`src/design/scfla_pkg.sv`:
```
package scfla_pkg;

  localparam int PAGE_BYTES_DEF  = 4096;
  localparam int PAGE_COUNT_DEF  = 16;
  localparam int CLASS_COUNT_DEF = 10;

  localparam int ADDR_W      = 16;
  localparam int WORD_W      = 13;
  localparam int PTR_W       = 14;
  localparam int CNT_W       = 14;
  localparam int CLS_FIELD_W = 4;
  localparam int CFG_W       = 5;
  localparam int STORE_DEPTH = 8192;

  localparam int APB_ADDR_W = 3;
  localparam int APB_DATA_W = 32;

  localparam logic                REG_PAGES_AVAILABLE = 1'b0;
  localparam logic [CFG_W-1:0]    PAGES_AVAILABLE_RST = CFG_W'(16);

  localparam logic CMD_ALLOC = 1'b0;
  localparam logic CMD_FREE  = 1'b1;

  typedef struct packed {
    logic                   command;
    logic [CLS_FIELD_W-1:0] class_id;
    logic [ADDR_W-1:0]      block_address;
  } in_item_t;

  typedef struct packed {
    logic              ok;
    logic [ADDR_W-1:0] result_address;
    logic [CNT_W-1:0]  class_free_count;
    logic [CNT_W-1:0]  class_total_count;
  } out_item_t;

  typedef struct packed {
    logic cap;
    logic do_zero;
    logic do_free;
    logic do_fail;
    logic pop_read;
    logic pop_done;
    logic carve_start;
    logic carve_step;
    logic carve_done;
  } dp_cmd_t;

  typedef struct packed {
    logic class_ok;
    logic is_free;
    logic head_valid;
    logic page_left;
    logic carve_end;
  } dp_status_t;

endpackage

```
`src/design/scfla_ctrl.sv`:
```
module scfla_ctrl
  import scfla_pkg::*;
(
  input  logic       clk,
  input  logic       rst,
  input  logic       in_valid,
  output logic       in_stall,
  output logic       out_valid,
  input  logic       out_stall,
  input  dp_status_t status,
  output dp_cmd_t    cmd
);

  typedef enum logic [1:0] {
    S_IDLE,
    S_EXEC,
    S_POP,
    S_CARVE
  } state_t;

  state_t state;
  state_t state_next;
  logic   slot_free;
  logic   finish;

  assign slot_free = !out_valid || !out_stall;
  assign in_stall  = (state != S_IDLE);

  always_comb begin
    cmd        = '0;
    state_next = state;
    finish     = 1'b0;
    case (state)
      S_IDLE: begin
        if (in_valid) begin
          cmd.cap    = 1'b1;
          state_next = S_EXEC;
        end
      end
      S_EXEC: begin
        if (status.class_ok && !status.is_free && status.head_valid) begin
          cmd.pop_read = 1'b1;
          state_next   = S_POP;
        end else if (status.class_ok && !status.is_free && status.page_left) begin
          cmd.carve_start = 1'b1;
          state_next      = S_CARVE;
        end else if (slot_free) begin
          finish     = 1'b1;
          state_next = S_IDLE;
          if (!status.class_ok) begin
            cmd.do_zero = 1'b1;
          end else if (status.is_free) begin
            cmd.do_free = 1'b1;
          end else begin
            cmd.do_fail = 1'b1;
          end
        end
      end
      S_POP: begin
        if (slot_free) begin
          cmd.pop_done = 1'b1;
          finish       = 1'b1;
          state_next   = S_IDLE;
        end
      end
      S_CARVE: begin
        if (!status.carve_end) begin
          cmd.carve_step = 1'b1;
        end else if (slot_free) begin
          cmd.carve_done = 1'b1;
          finish         = 1'b1;
          state_next     = S_IDLE;
        end
      end
      default: begin
        state_next = S_IDLE;
      end
    endcase
  end

  always_ff @(posedge clk) begin
    if (rst) begin
      state     <= S_IDLE;
      out_valid <= 1'b0;
    end else begin
      state <= state_next;
      if (finish) begin
        out_valid <= 1'b1;
      end else if (!out_stall) begin
        out_valid <= 1'b0;
      end
    end
  end

endmodule

```
`config.mk`:
```
export PLATFORM = sky130hd
export DESIGN_NAME = scfla_ctrl
export DESIGN_NICKNAME = d
export VERILOG_FILES = /design/src/design/scfla_pkg.sv /design/src/design/scfla_ctrl.sv
export SDC_FILE = /design/constraint.sdc
export NUM_CORES = 1
export LEC_CHECK = 0
export BUFFER_PORTS_ARGS = -buffer_cell sky130_fd_sc_hd__buf_2
export CORE_AREA = 2 2 39 41
export DETAILED_ROUTE_END_ITERATION = 8
export DIE_AREA = 0 0 41 43
export GPL_ROUTABILITY_DRIVEN = 0
export GPL_TIMING_DRIVEN = 0
export PLACE_DENSITY_LB_ADDON = 0.08
export SYNTH_ARGS = -nofsm -noshare
export SYNTH_HDL_FRONTEND = slang
export SYNTH_SLANG_ARGS = --single-unit
```
`constraint.sdc`:
```
create_clock -name clk -period 1.5 [get_ports clk]
set_input_delay 0.075 -clock clk [delete_from_list [all_inputs] [get_ports clk]]
set_output_delay 0.075 -clock clk [all_outputs]
set_load 0.02 [all_outputs]
```
==> flow_metrics.tcl <==
set metrics [dict create \
    synth_area_leaders "dfxtp_1 24%, nor3b_1 9.0%, a21oi_1 8.0%" \
    clock-sinks 3 \
    seq_area_frac_synth 0.239 \
    postRouteAntennaNets 0 \
    postRouteWirelength_um 704 \
    synth_area_leader_cell "dfxtp_1" \
    path_max_fanout 8 \
    drv_cap 0 \
    ys_warn_count 0 \
    cts_tree "yes" \
    vias 321 \
    ctsHoldBuffers 0 \
    clk-insertion-delay-late_ns 0.24 \
    die_w_um 41 \
    worst_slew_pin_slew_ns 0.313 \
    period_needed_ns 1.36 \
    crit_path_end_kind "primary output" \
    grt_max_degree 10 \
    antennaDiodeCount 0 \
    crit_path_start_kind "register" \
    fp-row-count 14 \
    cts_resized 0 \
    hold_path_class "in -> reg" \
    num-fill-cells 145 \
    grt_use_total 0.0992 \
    ctsLongestPathBuffers 2 \
    drc_errors 0 \
    cts-root-buf "clkbuf_4" \
    dpl_cell_area_um2 367 \
    fin_nets 67 \
    p_total_uw 318 \
    status "finished clean" \
    die_h_um 43 \
    clock.fmax_mhz 735 \
    synthCells 34 \
    finalHoldViolCount 0 \
    synth_nets 43 \
    io_buffers 19 \
    ir_drop_mv 0.200 \
    antenna_found_initial 0 \
    rsz0062_at_grt "no" \
    slew_violations 0 \
    drt_iter0_drc 0 \
    p_leak_uw 0.000199 \
    cts_buffers 3 \
    wl_per_cell_um 9.64 \
    layout-drive-gt1-share 0.474 \
    postCtsSetupBuffers 0 \
    required_ns 1.42 \
    clkTransAtPathRegs_ns 0.04 \
    register_area_um2 61.3 \
    area_growth_syn_to_layout_pct 56.7 \
    crit_type "reg -> out" \
    coreArea_um2 1380 \
    syn_avg_cell_area_um2 7.40 \
    viasPerCell 4.40 \
    power.density_nw_per_um2 808 \
    dp.cells 69 \
    dr.pass1.iters 1 \
    finalInstanceArea_um2 394 \
    worst_hold_slack_ns 0.0361 \
    start_util 0.182 \
    grt_pass1_vias 304 \
    ys_seq_elements 3 \
    relSlewSlack 0.791 \
    fin_skew_ns 0.00427 \
    layout.cells.non_filler 73 \
    cp_data_arrival_time_ns 1.29 \
    top_level_ports 20 \
    synth_area_um2 251 \
    setup_viol 0 \
    overflow 0 \
    multiInputGateArea_um2 188 \
    die_area_um2 1760 \
    fin_crit_sh 0.907 \
    dpl.hpwl_um 554 \
    grt_pass1_wl_um 1190 \
    setup_tns_ns 0 \
    synth_top_area_share 0.239 \
    htree_levels 1 \
    synth.distinct_cells 22 \
]
==> layout by cell type, fill, tap and decap left out, drive strengths merged <==
| cell | count |
|---|---|
| and2b | 1 |
| nand4bb | 1 |
| clkbuf | 4 |
| or2 | 2 |
| dfxtp | 3 |
| o22ai | 1 |
| nor2 | 5 |
| buf | 19 |
| nand2 | 4 |
| nor2b | 1 |
| a311oi | 1 |
| and2 | 1 |
| nand3b | 1 |
| o211ai | 1 |
| and3 | 1 |
| and3b | 1 |
| nor3 | 1 |
| inv | 1 |
| nor3b | 3 |
| a21oi | 4 |
| o21ai | 1 |
==> Yosys cell counts <==
library cell and count:
a21oi_1 4, a311oi_1 1, and2_1 1, and2b_1 1
and3_1 1, and3b_1 1, dfxtp_1 3, inv_1 1
nand2_1 3, nand2_2 1, nand3b_1 1, nand4bb_1 1
nor2_1 4, nor2_4 1, nor2b_2 1, nor3_1 1
nor3b_1 3, o211ai_1 1, o21ai_0 1, o22ai_1 1
or2_1 1, or2_2 1
==> routing by layer <==
metal	track usage	vias to the layer above	share of wire
li1	-	169	-
met1	0.118	135	0.44
met2	0.144	15	0.43
met3	0.0209	2	0.098
met4	0.0800	0	0.024
met5	0	-	0
==> where the power goes <==
part | switching [uW] | internal [uW]
combinational | 46.3 | 35.2
sequential | 7.75 | 86.5
clock | 42.9 | 99.7
total | 97.0 | 221
==> worst max-delay path: stages (launching register included) <==
cell	delay, ns
dfxtp_2	0.39
nor2b_2	0.20
nand2_1	0.10
and3b_1	0.21
buf_2	0.16
==> through the flow <==
stage | setup WS, ns | util
detailed placement | 0.273 | 0.265
finish | 0.140 | 0.285
floorplan | 0.326 | -
global route | 0.0347 | 0.285
global placement | 0.246 | 0.265
CTS | 0.00623 | 0.284
==> path summary, 6_finish.rpt <==
path              slack (ns)  depth (start not counted)  startpoint        end
setup / recovery        0.14                          4    state[0]     cmd[5]
hold / removal          0.04                          2         rst   state[1]
setup reg to reg        0.45                          3    state[1]   state[0]
hold reg to reg         0.52                          2   out_valid  out_valid
==> cell families after synthesis <==
group                  Yosys count  synth area share
AND/OR/NAND/NOR                 22             0.557
AO/OA/AOI/OAI                    8             0.189
flip-flops                       3             0.239
buffers and inverters            1            0.0149
==> registers in the layout (all words and copies together) (netlist names) <==
name       flops
state          2
out_valid      1
==> layout make-up <==
| type | instances | area share |
|---|---|---|
| Clock buffer | 4 | 0.0667 |
| Inverter | 1 | 0.00952 |
| Multi-Input combinational cell | 30 | 0.476 |
| Sequential cell | 3 | 0.156 |
| Tap cell | 16 | 0.0508 |
| Timing Repair Buffer | 19 | 0.241 |
(Power assumes the default switching activity.)
